## src/design/ima_adpcm_decoder_assert.svh

```systemverilog
// Assertion macros for the decoder modules; ima_pred includes them.
`ifndef IMA_ADPCM_DECODER_ASSERT_SVH
`define IMA_ADPCM_DECODER_ASSERT_SVH

// Same-cycle implication, checked outside reset.
`define IMA_ASSERT_NOW(lbl, ante, cons, msg) \
  lbl: assert property (@(posedge clk_i) disable iff (!rst_ni) (ante) |-> (cons)) \
    else $error(msg);

// Next-cycle implication, checked outside reset.
`define IMA_ASSERT_NEXT(lbl, ante, cons, msg) \
  lbl: assert property (@(posedge clk_i) disable iff (!rst_ni) (ante) |=> (cons)) \
    else $error(msg);

`endif

```

## src/design/ima_pkg.sv

```systemverilog
// Types, constants and tables of the IMA ADPCM decoder.
`default_nettype none
package ima_pkg;

  localparam int unsigned IdxW      = 7;
  localparam int unsigned StepW     = 15;
  localparam int unsigned SampleW   = 16;
  localparam int unsigned StepDepth = 89;
  localparam logic [IdxW-1:0] IdxMax = 7'd88;

  localparam logic [StepW-1:0] StepTab [StepDepth] = '{
    15'd7, 15'd8, 15'd9, 15'd10, 15'd11, 15'd12, 15'd13, 15'd14, 15'd16, 15'd17,
    15'd19, 15'd21, 15'd23, 15'd25, 15'd28, 15'd31, 15'd34, 15'd37, 15'd41, 15'd45,
    15'd50, 15'd55, 15'd60, 15'd66, 15'd73, 15'd80, 15'd88, 15'd97, 15'd107, 15'd118,
    15'd130, 15'd143, 15'd157, 15'd173, 15'd190, 15'd209, 15'd230, 15'd253, 15'd279,
    15'd307, 15'd337, 15'd371, 15'd408, 15'd449, 15'd494, 15'd544, 15'd598, 15'd658,
    15'd724, 15'd796, 15'd876, 15'd963, 15'd1060, 15'd1166, 15'd1282, 15'd1411,
    15'd1552, 15'd1707, 15'd1878, 15'd2066, 15'd2272, 15'd2499, 15'd2749, 15'd3024,
    15'd3327, 15'd3660, 15'd4026, 15'd4428, 15'd4871, 15'd5358, 15'd5894, 15'd6484,
    15'd7132, 15'd7845, 15'd8630, 15'd9493, 15'd10442, 15'd11487, 15'd12635,
    15'd13899, 15'd15289, 15'd16818, 15'd18500, 15'd20350, 15'd22385, 15'd24623,
    15'd27086, 15'd29794, 15'd32767
  };

  // Nibble on its way from the sequencer to the predictor stage.
  typedef struct packed {
    logic [3:0] nib;
    logic       restart;  // clear predictor before this nibble
    logic       second;   // high nibble of the byte
    logic       last;     // high nibble of the final byte
  } nib_t;

  // Step index move for one code nibble.
  function automatic logic signed [4:0] idx_adj(input logic [3:0] nib);
    logic signed [4:0] r;
    case (nib[2:0])
      3'd4:    r = 5'sd2;
      3'd5:    r = 5'sd4;
      3'd6:    r = 5'sd6;
      3'd7:    r = 5'sd8;
      default: r = -5'sd1;
    endcase
    return r;
  endfunction

endpackage
`default_nettype wire

```

## src/design/ima_adpcm_decoder.sv

```systemverilog
// Top level of the mono IMA ADPCM 4-bit decoder.
//
//  channel  dir  tdata               tuser            tlast
//  s_axis   in   [7:0] code_byte     [0] restart      last_byte
//  m_axis   out  [15:0] sample       [0] second_of    block_end
//
// Two output words per input byte, one per cycle unless m_axis stalls:
// one nibble per cycle through the step ROM and the single predictor
// add/saturate loop. A new byte is taken as the high nibble of the held
// one issues; each word passes the nibble stage and the output register.
// Reset clears predictor and step index; the step ROM needs no clearing.
// An output stall holds the nibble stage and the ROM read; the input side
// keeps one byte waiting while the stall lasts.
`default_nettype none
module ima_adpcm_decoder (
  input  wire logic        clk_i,
  input  wire logic        rst_ni,
  input  wire logic        s_axis_tvalid,
  output logic             s_axis_tready,
  input  wire logic [7:0]  s_axis_tdata,   // [7:0] code_byte
  input  wire logic        s_axis_tuser,   // [0] restart
  input  wire logic        s_axis_tlast,   // last_byte
  output logic             m_axis_tvalid,
  input  wire logic        m_axis_tready,
  output logic [15:0]      m_axis_tdata,   // [15:0] sample
  output logic             m_axis_tuser,   // [0] second_of_pair
  output logic             m_axis_tlast    // block_end
);

  logic                             issue;
  logic                             pred_ready;
  logic [ima_pkg::IdxW-1:0]         rom_addr;
  logic [ima_pkg::StepW-1:0]        step;
  ima_pkg::nib_t                    nib;
  logic signed [ima_pkg::SampleW-1:0] sample;

  ima_seq u_seq (
    .clk_i        (clk_i),
    .rst_ni       (rst_ni),
    .in_valid_i   (s_axis_tvalid),
    .in_ready_o   (s_axis_tready),
    .code_i       (s_axis_tdata),
    .restart_i    (s_axis_tuser),
    .last_i       (s_axis_tlast),
    .next_ready_i (pred_ready),
    .issue_o      (issue),
    .rom_addr_o   (rom_addr),
    .nib_o        (nib)
  );

  ima_step_rom u_rom (
    .clk_i  (clk_i),
    .en_i   (issue),
    .addr_i (rom_addr),
    .step_o (step)
  );

  ima_pred u_pred (
    .clk_i       (clk_i),
    .rst_ni      (rst_ni),
    .issue_i     (issue),
    .nib_i       (nib),
    .step_i      (step),
    .ready_o     (pred_ready),
    .out_valid_o (m_axis_tvalid),
    .out_ready_i (m_axis_tready),
    .sample_o    (sample),
    .second_o    (m_axis_tuser),
    .last_o      (m_axis_tlast)
  );

  assign m_axis_tdata = sample;

endmodule
`default_nettype wire

```

## src/design/ima_step_rom.sv

```systemverilog
// Step size ROM with a registered read port.
`default_nettype none
module ima_step_rom (
  input  wire logic                       clk_i,
  input  wire logic                       en_i,
  input  wire logic [ima_pkg::IdxW-1:0]   addr_i,
  output logic      [ima_pkg::StepW-1:0]  step_o
);

  logic [ima_pkg::StepW-1:0] step_q;

  // Read only on issue so the data holds while the stage is stalled.
  always_ff @(posedge clk_i) begin
    if (en_i) begin
      step_q <= ima_pkg::StepTab[addr_i];
    end
  end

  assign step_o = step_q;

endmodule
`default_nettype wire

```

## src/design/ima_seq.sv

```systemverilog
// Byte holder, nibble sequencer and step index update.
`default_nettype none
module ima_seq (
  input  wire logic                      clk_i,
  input  wire logic                      rst_ni,
  input  wire logic                      in_valid_i,
  output logic                           in_ready_o,
  input  wire logic [7:0]                code_i,
  input  wire logic                      restart_i,
  input  wire logic                      last_i,
  input  wire logic                      next_ready_i,
  output logic                           issue_o,
  output logic [ima_pkg::IdxW-1:0]       rom_addr_o,
  output ima_pkg::nib_t                  nib_o
);

  logic                      hold_v_q;
  logic                      phase_q;
  logic [ima_pkg::IdxW-1:0]  idx_q, idx_d;
  logic [7:0]                code_q;
  logic                      restart_q;
  logic                      last_q;

  logic [3:0]                nib;
  logic [ima_pkg::IdxW-1:0]  cur_idx;
  logic signed [7:0]         idx_sum;
  logic                      accept;

  always_comb begin
    nib     = phase_q ? code_q[7:4] : code_q[3:0];
    cur_idx = (!phase_q && restart_q) ? '0 : idx_q;
    idx_sum = $signed({1'b0, cur_idx}) + 8'(ima_pkg::idx_adj(nib));
    if (idx_sum < 0) begin
      idx_d = '0;
    end else if (idx_sum > $signed({1'b0, ima_pkg::IdxMax})) begin
      idx_d = ima_pkg::IdxMax;
    end else begin
      idx_d = idx_sum[ima_pkg::IdxW-1:0];
    end
  end

  assign rom_addr_o = (cur_idx > ima_pkg::IdxMax) ? ima_pkg::IdxMax : cur_idx;
  assign issue_o    = hold_v_q && next_ready_i;
  // A new byte comes in when none is held, or as the high nibble of the held one leaves.
  assign in_ready_o = !hold_v_q || (issue_o && phase_q);
  assign accept     = in_valid_i && in_ready_o;

  assign nib_o.nib     = nib;
  assign nib_o.restart = !phase_q && restart_q;
  assign nib_o.second  = phase_q;
  assign nib_o.last    = phase_q && last_q;

  always_ff @(posedge clk_i or negedge rst_ni) begin
    if (!rst_ni) begin
      hold_v_q <= 1'b0;
      phase_q  <= 1'b0;
      idx_q    <= '0;
    end else begin
      if (accept) begin
        hold_v_q <= 1'b1;
        phase_q  <= 1'b0;
      end else if (issue_o) begin
        if (phase_q) begin
          hold_v_q <= 1'b0;
        end
        phase_q <= ~phase_q;
      end
      if (issue_o) begin
        idx_q <= idx_d;
      end
    end
  end

  always_ff @(posedge clk_i) begin
    if (accept) begin
      code_q    <= code_i;
      restart_q <= restart_i;
      last_q    <= last_i;
    end
  end

endmodule
`default_nettype wire

```

## src/design/ima_pred.sv

```systemverilog
// Difference, predictor update with saturation, and output register.
`default_nettype none
`include "ima_adpcm_decoder_assert.svh"
module ima_pred (
  input  wire logic                              clk_i,
  input  wire logic                              rst_ni,
  input  wire logic                              issue_i,
  input  wire ima_pkg::nib_t                     nib_i,
  input  wire logic [ima_pkg::StepW-1:0]         step_i,
  output logic                                   ready_o,
  output logic                                   out_valid_o,
  input  wire logic                              out_ready_i,
  output logic signed [ima_pkg::SampleW-1:0]     sample_o,
  output logic                                   second_o,
  output logic                                   last_o
);

  logic                                 st_v_q;
  ima_pkg::nib_t                        st_q;
  logic signed [ima_pkg::SampleW-1:0]   pred_q, pred_d;
  logic                                 out_v_q;
  logic signed [ima_pkg::SampleW-1:0]   sample_q;
  logic                                 second_q;
  logic                                 last_q;

  logic                                 out_free;
  logic                                 move;
  logic [3:0]                           mult;
  logic [ima_pkg::StepW+3:0]            prod;
  logic [ima_pkg::SampleW-1:0]          diff;
  logic signed [ima_pkg::SampleW-1:0]   base;
  logic signed [ima_pkg::SampleW+1:0]   sum;

  assign out_free = !out_v_q || out_ready_i;
  assign ready_o  = !st_v_q || out_free;
  assign move     = st_v_q && out_free;

  always_comb begin
    mult = {st_q.nib[2:0], 1'b1};
    prod = (ima_pkg::StepW+4)'(mult) * (ima_pkg::StepW+4)'(step_i);
    diff = prod[ima_pkg::StepW+3:3];
    base = st_q.restart ? '0 : pred_q;
    if (st_q.nib[3]) begin
      sum = 18'(base) - $signed({2'b00, diff});
    end else begin
      sum = 18'(base) + $signed({2'b00, diff});
    end
    if (sum < -18'sd32768) begin
      pred_d = 16'sh8000;
    end else if (sum > 18'sd32767) begin
      pred_d = 16'sh7fff;
    end else begin
      pred_d = sum[ima_pkg::SampleW-1:0];
    end
  end

  always_ff @(posedge clk_i or negedge rst_ni) begin
    if (!rst_ni) begin
      st_v_q  <= 1'b0;
      out_v_q <= 1'b0;
      pred_q  <= '0;
    end else begin
      if (ready_o) begin
        st_v_q <= issue_i;
      end
      if (out_free) begin
        out_v_q <= st_v_q;
      end
      if (move) begin
        pred_q <= pred_d;
      end
    end
  end

  always_ff @(posedge clk_i) begin
    if (issue_i) begin
      st_q <= nib_i;
    end
    if (move) begin
      sample_q <= pred_d;
      second_q <= st_q.second;
      last_q   <= st_q.last;
    end
  end

  assign out_valid_o = out_v_q;
  assign sample_o    = sample_q;
  assign second_o    = second_q;
  assign last_o      = last_q;

  `IMA_ASSERT_NOW(a_end_on_high, out_v_q && last_q, second_q, "block end on low nibble")
  `IMA_ASSERT_NEXT(a_pred_hold, !move, $stable(pred_q), "predictor changed without a move")
  `IMA_ASSERT_NEXT(a_stage_hold, st_v_q && !out_free, st_v_q && $stable(st_q),
                   "stalled nibble lost")
  `IMA_ASSERT_NEXT(a_out_tracks_pred, move, out_v_q && sample_q == pred_q,
                   "output word differs from predictor")

endmodule
`default_nettype wire

```

## config.mk

```make
export PLATFORM = sky130hd
export DESIGN_NAME = ima_adpcm_decoder
export DESIGN_NICKNAME = d
export VERILOG_FILES = /design/src/design/ima_pkg.sv /design/src/design/ima_adpcm_decoder.sv /design/src/design/ima_step_rom.sv /design/src/design/ima_seq.sv /design/src/design/ima_pred.sv
export VERILOG_INCLUDE_DIRS = /design/src /design/src/design
export SDC_FILE = /design/constraint.sdc
export NUM_CORES = 1
export LEC_CHECK = 0
export BUFFER_PORTS_ARGS = -buffer_cell sky130_fd_sc_hd__buf_4
export CAP_MARGIN = 20
export CORE_MARGIN = 2
export CORE_UTILIZATION = 47
export CTS_BUF_LIST = sky130_fd_sc_hd__clkbuf_16
export CTS_CLUSTER_DIAMETER = 80
export DETAILED_ROUTE_END_ITERATION = 10
export SLEW_MARGIN = 10
export SYNTH_ARGS = -nofsm -noshare
export SYNTH_HDL_FRONTEND = slang
export SYNTH_SLANG_ARGS = --single-unit
```

## constraint.sdc

```tcl
create_clock -name clk_i -period 12.29 [get_ports clk_i]
set_input_delay 2.458 -clock clk_i [delete_from_list [all_inputs] [get_ports clk_i]]
set_output_delay 2.458 -clock clk_i [all_outputs]
set_load 0.05 [all_outputs]
```

==> results of run 1 <==
[per-stage QoR]
step / cells / hold WS [ps] / cell area, µm² / setup slack [ps] / util, %
final: 1175 / 430 / 8720 / 4690 / 52.2
after global routing: 1175 / 449 / 8720 / 4220 / 52.2
after CTS: 1175 / 434 / 8720 / 4700 / 52.2
after detailed placement: 1159 / 419 / 8420 / 4730 / 50.4
after global placement: 1159 / 410 / 8420 / 4840 / 50.4
after floorplan: 958 / 400 / 8090 / 5480 / -
[final cells by class]
type / count / area share (%)
inverters: 66 / 2.84
repair buffers: 37 / 3.19
flip-flops and latches: 77 / 25.0
multi-input cells: 759 / 62.4
clock inverters: 7 / 0.890
clock buffers: 9 / 2.58
well taps: 220 / 3.16
[layer usage]
metal	vias up	GRT usage (%)	part of all wire, %
met3	45	3.14	5.2
met5	-	0	0
met2	246	37.8	48
met1	3282	30.0	44
met4	0	7.52	2.5
li1	3434	-	-
[kinds of logic after synthesis]
group	share of synthesized area, %
flip-flops	26.9
buffers and inverters	5.89
XOR/XNOR	4.98
multiplexers	1.25
AO/OA/AOI/OAI	25.3
AND/OR/NAND/NOR	19.2
adder cells (fa/ha/maj)	16.5
[path summary, 6_finish.rpt]
path                                           from                            end  slack, ps
hold reg to reg            u_pred.st_q[0]$_DFFE_PP_        u_pred.last_o$_DFFE_PP_        430
setup / recovery           u_pred.mult[3]$_DFFE_PP_  u_pred.sample_o[12]$_DFFE_PP_       4690
setup reg to reg           u_pred.mult[3]$_DFFE_PP_  u_pred.sample_o[12]$_DFFE_PP_       4690
min in group asynchronous                    rst_ni     u_seq.hold_v_q$_DFFE_PN0P_       2020
hold / removal             u_pred.st_q[0]$_DFFE_PP_        u_pred.last_o$_DFFE_PP_        430
max in group asynchronous                    rst_ni  u_pred.pred_q[13]$_DFFE_PN0P_       9990
[worst register-to-register path, delay by kind of cell (launching register included)]
family,cells,cell delay (ps)
xor gates and xnor gates,1,160
DFF,1,560
adders and majority gates,4,1750
and+or+nand+nor,6,2100
AOI/OAI and AO/OA,11,2830
buffers and inverters,2,90
[cell usage in the layout (no fill, tap or decap), types with 5 or more instances in the layout]
cell type and count:
a211oi_1 15, a21o_1 15, a21oi_1 64, a221o_1 5, a221oi_1 6, a311oi_1 7
a31oi_1 31, and2_1 47, and3_1 6, buf_4 37, clkbuf_16 9, dfrtp_1 27
edfxtp_1 50, fa_1 28, ha_1 62, inv_1 63, mux2_2 5, nand2_1 91
nand2b_1 14, nand3_1 18, nor2_1 68, nor2b_1 20, nor3_1 18, nor4_1 5
o2111ai_1 7, o211ai_1 11, o21a_1 21, o21ai_0 62, o21bai_1 5, o221ai_1 5
o31ai_1 5, or2_2 6, or3_1 7, xnor2_1 31, xor2_1 15
[state kept, by name (all words and copies together), names as in the netlist]
signal and flops:
u_pred.out_valid_o 1, u_pred.st_q 4, u_rom.step_o 15, u_pred.last_o 1, u_seq.last_q 1, u_seq.code_q 8, u_seq.idx_q 7, u_pred.mult 3
u_pred.st_v_q 1, u_seq.phase_q 1, u_pred.second_o 1, u_seq.hold_v_q 1, u_pred.pred_q 16, u_seq.restart_q 1, u_pred.sample_o 16
==> flow_metrics.tcl, run 1 <==
set metrics [dict create \
    htree_levels 3 \
    synth_edf_count 50 \
    min_path_cells 0 \
    syn_area_um2 8090 \
    grt.overflow.total 0 \
    start_kind "register" \
    rsz0062_at_grt "no" \
    worstPathRequired_ps 12500 \
    cpPeakStageDelay_ps 590 \
    grt_pass1_wl_mm 33.1 \
    fmax_mhz 132 \
    cts_resized 0 \
    clockBufferDepth 2 \
    fp.dieArea_um2 18300 \
    cap_viol_max_count 0 \
    area_delta_synth_final_pct 7.75 \
    worst_skew_pair.late_latency_ps 340 \
    path_class "reg2reg" \
    antenna_found_initial 0 \
    vias_per_cell 5.96 \
    slew_headroom_pct 34.8 \
    vias 7007 \
    fin_crit_sh_pct 61.9 \
    regArea_um2 2180 \
    grtUsageTotal_pct 22.5 \
    path_depth 24 \
    firstDrtPassIters 5 \
    routed_wl_mm 20.1 \
    drt_iter0_markers 471 \
    synth.most_common_cell "nand2_1" \
    multi_input_area_um2 5440 \
    synth_top_cells_by_count "nand2_1 (91), nor2_1 (68), a21oi_1 (64)" \
    io_pins 34 \
    final_hold_viol_count 0 \
    grt_max_degree 36 \
    async_flop_share_pct 35.1 \
    fp.dieW_um 135 \
    path_clk_slew_ps 60 \
    worstMarginPinSlew_ps 975 \
    first_global_vias 6634 \
    place_hpwl_mm 15.3 \
    synth_nets 1062 \
    yosys-top-cells-area "edfxtp_1 (19%), ha_1 (9.6%), dfrtp_1 (8.3%)" \
    crit_path_end_kind "register" \
    syn-mean-instance-area_um2 8.45 \
    place.gp.congestion 0.938 \
    num_rows 47 \
    num_antenna_cells 0 \
    final_nets 1054 \
    worstRegToRegCells 24 \
    initial_utilization_pct 48.5 \
    cts_hold_buf 0 \
    setup_viol 0 \
    ys_seq_area_share_pct 26.9 \
    fp.coreArea_um2 16700 \
    yosys_warnings 0 \
    synth.largest_area_cell "edfxtp_1" \
    cts_num_sinks 77 \
    io_buffers 33 \
    fill_cells 1633 \
    synth_top_cell_area_share_pct 18.6 \
    clock_skew_ps 12.9 \
    period_needed_ps 7600 \
    outcome "complete, no violations" \
    cts_setup_buffers 0 \
    drive_above_1_share_pct 8.38 \
    critPathTopFamily "compound AO/OA/AOI/OAI gates" \
    yosys_register_bits 77 \
    drc 0 \
    cts_tree "done" \
    ys.flop_type "edfxtp_1" \
    cp_cell_sequence "and2_1, fa_1, inv_1, fa_1, inv_1, ha_1, a21oi_2, o22a_2, a221oi_1, or3_4, nor4_4, a21oi_1, xnor2_1, ha_1, o211ai_1, nor2_1, a221o_1, o2111ai_1, a21oi_1, or2_2, a311o_1, a22oi_2, and3_1, o21a_1" \
    syn_inst 958 \
    cts_buffers 9 \
    cts-root-buf "clkbuf_16" \
    min_path_type "reg2reg" \
    cp_max_fo 16 \
    maxSlewViolCount 0 \
    wl_per_cell_um 17.1 \
    synth_cell_type_count 74 \
    arrival_ps 7820 \
    crit_path_top_delay_cell "a22oi_2" \
    final_antenna_net_count 0 \
    fin_setup_tns_ps 0 \
    critPathBufInv 2 \
    die_y_um 135 \
]
Power of run 1 is not shown: default switching activity piles up to over one toggle a cycle in this logic, so the estimate is an artifact.
==> inputs of run 2 (changes only) <==
clock period = 7.06 ns   (was 12.29 ns; I/O delays follow)
==> run 2 against run 1 <==
Compared with the run above:
- highest routed layer unchanged
- global-route usage increased by 0.17 points
- critical path depth decreased by 1
- via count grew 1.3%
- register-to-register slack lost 4400 ps
- clock skew is 7.4 ps lower
- die area stayed put
- sequential share of layout area is 0.68 points lower
- critical path type unchanged
- cell count increased by 1.9%
- setup slack lost 4400 ps
- sequential cell count stayed put
==> flow_metrics.tcl, run 2 (same netlist as run 1, synthesis figures left out) <==
set metrics [dict create \
    outcome "complete, no violations" \
    maxSlewViolCount 0 \
    slew_headroom_pct 40.2 \
    period_needed_ps 6760 \
    wl_met1_mm 9.03 \
    setup_viol 0 \
    worstPathRequired_ps 7160 \
    drc 0 \
    min_path_type "reg2reg" \
    regArea_um2 2180 \
    wl_per_cell_um 17.2 \
    first_global_vias 6834 \
    cpPeakStageDelay_ps 500 \
    area_delta_synth_final_pct 10.7 \
    htree_levels 3 \
    num_rows 47 \
    cts_tree "done" \
    wl_met2_mm 10.2 \
    io_pins 34 \
    num_antenna_cells 0 \
    path_clk_slew_ps 60 \
    design_area_um2 8960 \
    crit_path_top_delay_cell "fa_1" \
    fp.dieW_um 135 \
    clockBufferDepth 2 \
    hold_slack_ps 420 \
    worst_skew_pair.late_latency_ps 340 \
    grt.overflow.total 0 \
    firstDrtPassIters 5 \
    top_layer "met4" \
    final_antenna_net_count 0 \
    vias_per_cell 5.93 \
    grt_pass1_wl_mm 33.6 \
    critPathTopFamily "compound AO/OA/AOI/OAI gates" \
    die_y_um 135 \
    fill_cells 1614 \
    cp_cell_sequence "buf_4, and2_1, fa_1, fa_1, ha_2, nand4_1, o22a_2, a221oi_1, or3_4, nor2_1, a21oi_1, xnor2_1, ha_1, a21o_1, a21o_1, a221o_1, o2111ai_2, a21oi_1, or2_2, a311o_1, mux2_4, or3_4, o21a_1" \
    arrival_ps 6860 \
    drive_above_1_share_pct 11.6 \
    path_class "reg2reg" \
    layout_common_cells "nand2_1 (90), nor2_1 (68), inv_1 (63), a21oi_1 (63), o21ai_0 (62)" \
    io_buffers 33 \
    routed_wl_mm 20.6 \
    multi_input_area_um2 5510 \
    cap_viol_max_count 0 \
    cts-root-buf "clkbuf_16" \
    antenna_found_initial 0 \
    place_hpwl_mm 15.4 \
    crit_path_end_kind "register" \
    fmax_mhz 148 \
    place_area_um2 8540 \
    place.gp.congestion 0.908 \
    layout_commonest_cell "nand2_1" \
    final_hold_viol_count 0 \
    grtUsageTotal_pct 22.7 \
    fp.coreArea_um2 16700 \
    cts_num_sinks 77 \
    initial_utilization_pct 48.5 \
    cts_buffers 9 \
    dr_wl_met3_um 873 \
    drt_iter0_markers 545 \
    vias 7096 \
    start_kind "register" \
    critPathBufInv 1 \
    final_nets 1076 \
    fin_crit_sh_pct 95.7 \
    cp_max_fo 11 \
    worstMarginPinSlew_ps 897 \
    clock_skew_ps 5.49 \
    fp.dieArea_um2 18300 \
    grt_max_degree 35 \
]
-- run 2: cell types whose count changed in the layout (fill, tap and decap cells not counted), moves of 2 or more --
cell,previous run,this run
buf_4,37,57
or3_4,1,3
ha_4,0,2
ha_1,62,59
inv_8,1,3
-- run 2: layout make-up --
class | instances | area share, %
sequential | 77 | 24.3
timing repair buffer | 58 | 5.00
inverter | 66 | 2.76
clock buffer | 9 | 2.51
tap | 220 | 3.07
multi-input combinational | 760 | 61.5
clock inverter | 7 | 0.838
-- run 2: metal layers --
metal | vias to the layer above | GRT usage, %
li1 | 3483 | -
met1 | 3350 | 29.8
met2 | 218 | 38.9
met3 | 45 | 2.62
met4 | 0 | 7.70
met5 | - | 0
-- run 2: repair_timing --
| action | in CTS | in global routing |
|---|---|---|
| pin swaps | 0 | 5 |
| hold buffers | 0 | 0 |
| endpoints found under the setup margin | 14 | 30 |
| cloned | 0 | 1 |
| resized for setup | 1 | 12 |
| setup buffers | 0 | 4 |
-- run 2: path summary, 6_finish.rpt --
path | slack [ps] | endpoint | depth (start not counted) | start
worst max-delay path | 300 | u_pred.sample_o[4]$_DFFE_PP_ | 23 | u_pred.mult[1]$_DFFE_PP_
worst min-delay path | 420 | u_pred.last_o$_DFFE_PP_ | 0 | u_pred.st_q[0]$_DFFE_PP_
worst max register to register | 300 | u_pred.sample_o[4]$_DFFE_PP_ | 23 | u_pred.mult[1]$_DFFE_PP_
worst min register to register | 420 | u_pred.last_o$_DFFE_PP_ | 0 | u_pred.st_q[0]$_DFFE_PP_
max in group asynchronous | 5800 | u_pred.pred_q[12]$_DFFE_PN0P_ | 1 | rst_ni
min in group asynchronous | 980 | u_seq.hold_v_q$_DFFE_PN0P_ | 1 | rst_ni
-- run 2: stage by stage --
step / TNS [ps] / util [%] / std cells / setup WS, ps
finish: 0 / 53.7 / 1197 / 302
global route: -6.75 / 53.7 / 1197 / -6.75
CTS: 0 / 53.0 / 1192 / 77.6
detailed placement: -5.20 / 51.2 / 1176 / -4.29
global placement: 0 / 51.2 / 1176 / 137
floorplan: 0 / - / 958 / 249
Power of run 2 is left out for the same reason.
==> inputs of run 3 (changes only) <==
ABC_AREA = 1   (was default)
CAP_MARGIN = 10   (was 20)
PLACE_DENSITY = 0.66   (was default)
clock period = 6.1 ns   (was 7.06 ns; I/O delays follow)
==> run 3 against run 2 <==
Compared with the run above:
- setup slack gained 140 ps
- maximum frequency grew 19%
- sequential share of layout area is essentially flat
- sequential cell count is the same
- count of clock-buffer cells in the layout is the same
- cell count grew 16%
- core utilization is essentially flat
==> flow_metrics.tcl, run 3 <==
set metrics [dict create \
    outcome "complete, no violations" \
    syn_area_um2 8090 \
    r2r-end "u_pred.sample_o[0]$_DFFE_PP_" \
    io_buffers 33 \
    grt_pass1_wl_mm 32.8 \
    crit_path_end_kind "register" \
    hold_slack_ps 428 \
    arrival_ps 5740 \
    path_class "reg2reg" \
    synth_compound_area_share_pct 13.2 \
    cts_hold_buf 0 \
    syn_inst 1139 \
    async_flop_share_pct 35.1 \
    met3_usage_pct 3.07 \
    layout_commonest_cell "nand2_1" \
    synth_nets 1243 \
    synth_top_cells_by_count "nand2_1 (307), inv_1 (207), nor2_1 (82)" \
    num_antenna_cells 0 \
    synth_top_family_by_area "simple AND/OR/NAND/NOR gates" \
    path_clk_slew_ps 60 \
    busiest_layer "met2" \
    first_global_vias 6922 \
    place_hpwl_mm 15.2 \
    final_antenna_net_count 0 \
    num_rows 47 \
    routed_wl_mm 19.3 \
    grt.overflow.total 0 \
    syn-mean-instance-area_um2 7.10 \
    ys.flop_type "edfxtp_1" \
    fp.dieArea_um2 18300 \
    synthMuxAreaShare_pct 0 \
    cts_tree "done" \
    start_kind "register" \
    final_nets 1269 \
    clockBufferDepth 2 \
    cts_buffers 9 \
    cts-root-buf "clkbuf_16" \
    htree_levels 3 \
    synthAdderAreaFrac_pct 16.5 \
    hp-start "u_pred.st_q[0]$_DFFE_PP_" \
    min_to "u_pred.last_o$_DFFE_PP_" \
    yosys_warnings 0 \
    grtUsageTotal_pct 22.0 \
    synthXorXnorAreaFrac_pct 3.79 \
    fp.dieW_um 135 \
    initial_utilization_pct 48.4 \
    use_met1_pct 29.3 \
    cap_viol_max_count 0 \
    period_needed_ps 5660 \
    layout_common_cells "nand2_1 (306), inv_1 (207), nor2_1 (82), nand3_1 (62), ha_1 (61)" \
    post-place-cells 1372 \
    wl_per_cell_um 13.9 \
    vias_per_cell 5.26 \
    yosys-top-cells-area "edfxtp_1 (19%), nand2_1 (14%), inv_1 (9.6%)" \
    clock_skew_ps 7.81 \
    synth.largest_area_cell "edfxtp_1" \
    fin_cells 1390 \
    vias 7305 \
    synth_cell_type_count 50 \
    maxSlewViolCount 0 \
    die_y_um 135 \
    r2r_start "u_pred.mult[3]$_DFFE_PP_" \
    yosys_register_bits 77 \
    slew_headroom_pct 38.9 \
    cp_max_fo 23 \
    setup_viol 0 \
    synth_top_cell_area_share_pct 18.6 \
    worstRegToRegCells 27 \
    drive_above_1_share_pct 10.8 \
    min_path_cells 0 \
    place.gp.congestion 0.992 \
    min_path_type "reg2reg" \
    antenna_found_initial 0 \
    worstMarginPinSlew_ps 911 \
    drt_iter0_markers 532 \
    synth_simple_gate_area_share_pct 27.6 \
    met2_usage_pct 37.0 \
    area_delta_synth_final_pct 10.7 \
    final_hold_viol_count 0 \
    synth.most_common_cell "nand2_1" \
    grt_max_degree 35 \
    fmax_mhz 177 \
    fin_crit_sh_pct 92.7 \
    drc 0 \
    worstPathRequired_ps 6180 \
    fp.coreArea_um2 16700 \
    ys_seq_area_share_pct 26.9 \
    io_pins 34 \
    firstDrtPassIters 5 \
    r2r_setup_slack_ps 440 \
    synth_edf_count 50 \
    worst_skew_pair.late_latency_ps 340 \
    cts_num_sinks 77 \
]
run 3: what timing repair did:
| item | 4_1_cts | 5_1_grt |
|---|---|---|
| endpoints found under the setup margin | 0 | 32 |
| gates resized for setup | 0 | 20 |
| buffers inserted | 0 | 2 |
run 3: area by class of cell:
cell class                 count  area (µm²)
clock inverter                 7        86.3
tap                          220         275
clock buffer                   9         225
fill                        1652        7740
sequential                    77        2180
timing repair buffer          42         332
multi-input combinational    816        5030
inverter                     219         827
run 3: kinds of logic after synthesis:
| logic type | after synthesis |
|---|---|
| DFF | 77 |
| AOI/OAI and AO/OA | 177 |
| and+or+nand+nor | 514 |
| xor gates and xnor gates | 35 |
| buffers and inverters | 246 |
| adders and majority gates | 90 |
run 3: how the worst max path moves through the flow:
stage / depth (start not counted) / slack, ps / from / end
2_1_floorplan: 29 / 540 / u_pred.mult[3]$_DFFE_PP_ / u_pred.sample_o[12]$_DFFE_PP_
3_3_place_gp: 27 / 260 / u_pred.mult[1]$_DFFE_PP_ / u_pred.sample_o[0]$_DFFE_PP_
3_5_place_dp: 29 / 90 / u_pred.mult[1]$_DFFE_PP_ / u_pred.pred_q[7]$_DFFE_PN0P_
4_1_cts: 27 / 60 / u_pred.mult[1]$_DFFE_PP_ / u_pred.sample_o[4]$_DFFE_PP_
5_1_grt: 33 / -60 / u_pred.mult[2]$_DFFE_PP_ / u_pred.pred_q[3]$_DFFE_PN0P_
6_report: 27 / 440 / u_pred.mult[3]$_DFFE_PP_ / u_pred.sample_o[0]$_DFFE_PP_
run 3: critical path, cell delays in order, from the launching register on:
cell      delay (ps)
edfxtp_1         490
nand2_1          100
inv_1             50
fa_1             550
fa_1             460
fa_1             510
xor2_1           200
inv_1             90
ha_1             170
nand4_1          150
nor3b_2          220
nand2_1           90
nor2_1           100
nand2_1          110
o21ai_2          160
nand2_1           80
xnor2_1          140
inv_1             60
ha_1             310
a21oi_2          200
o31ai_1           90
a21oi_1          210
o311ai_4         150
inv_1            110
nand3_1          130
nand3_4          150
buf_12           180
o21ai_1           90
run 3: metrics by stage:
stage	TNS, ps	worst slack (ps)	util (%)	instance area [µm²]
6_report	0	443	53.6	8960
3_5_place_dp	0	92.4	51.1	8530
3_3_place_gp	0	259	51.1	8530
5_1_grt	-817	-61.1	53.6	8960
2_1_floorplan	0	545	-	8090
4_1_cts	0	61.6	53.0	8840
run 3: routing by layer:
layer	wire, µm	share of wire [%]
met3	961	5.0
met5	0	0
met2	9170	47
met4	649	3.4
met1	8550	44
Power of run 3 is left out for the same reason.
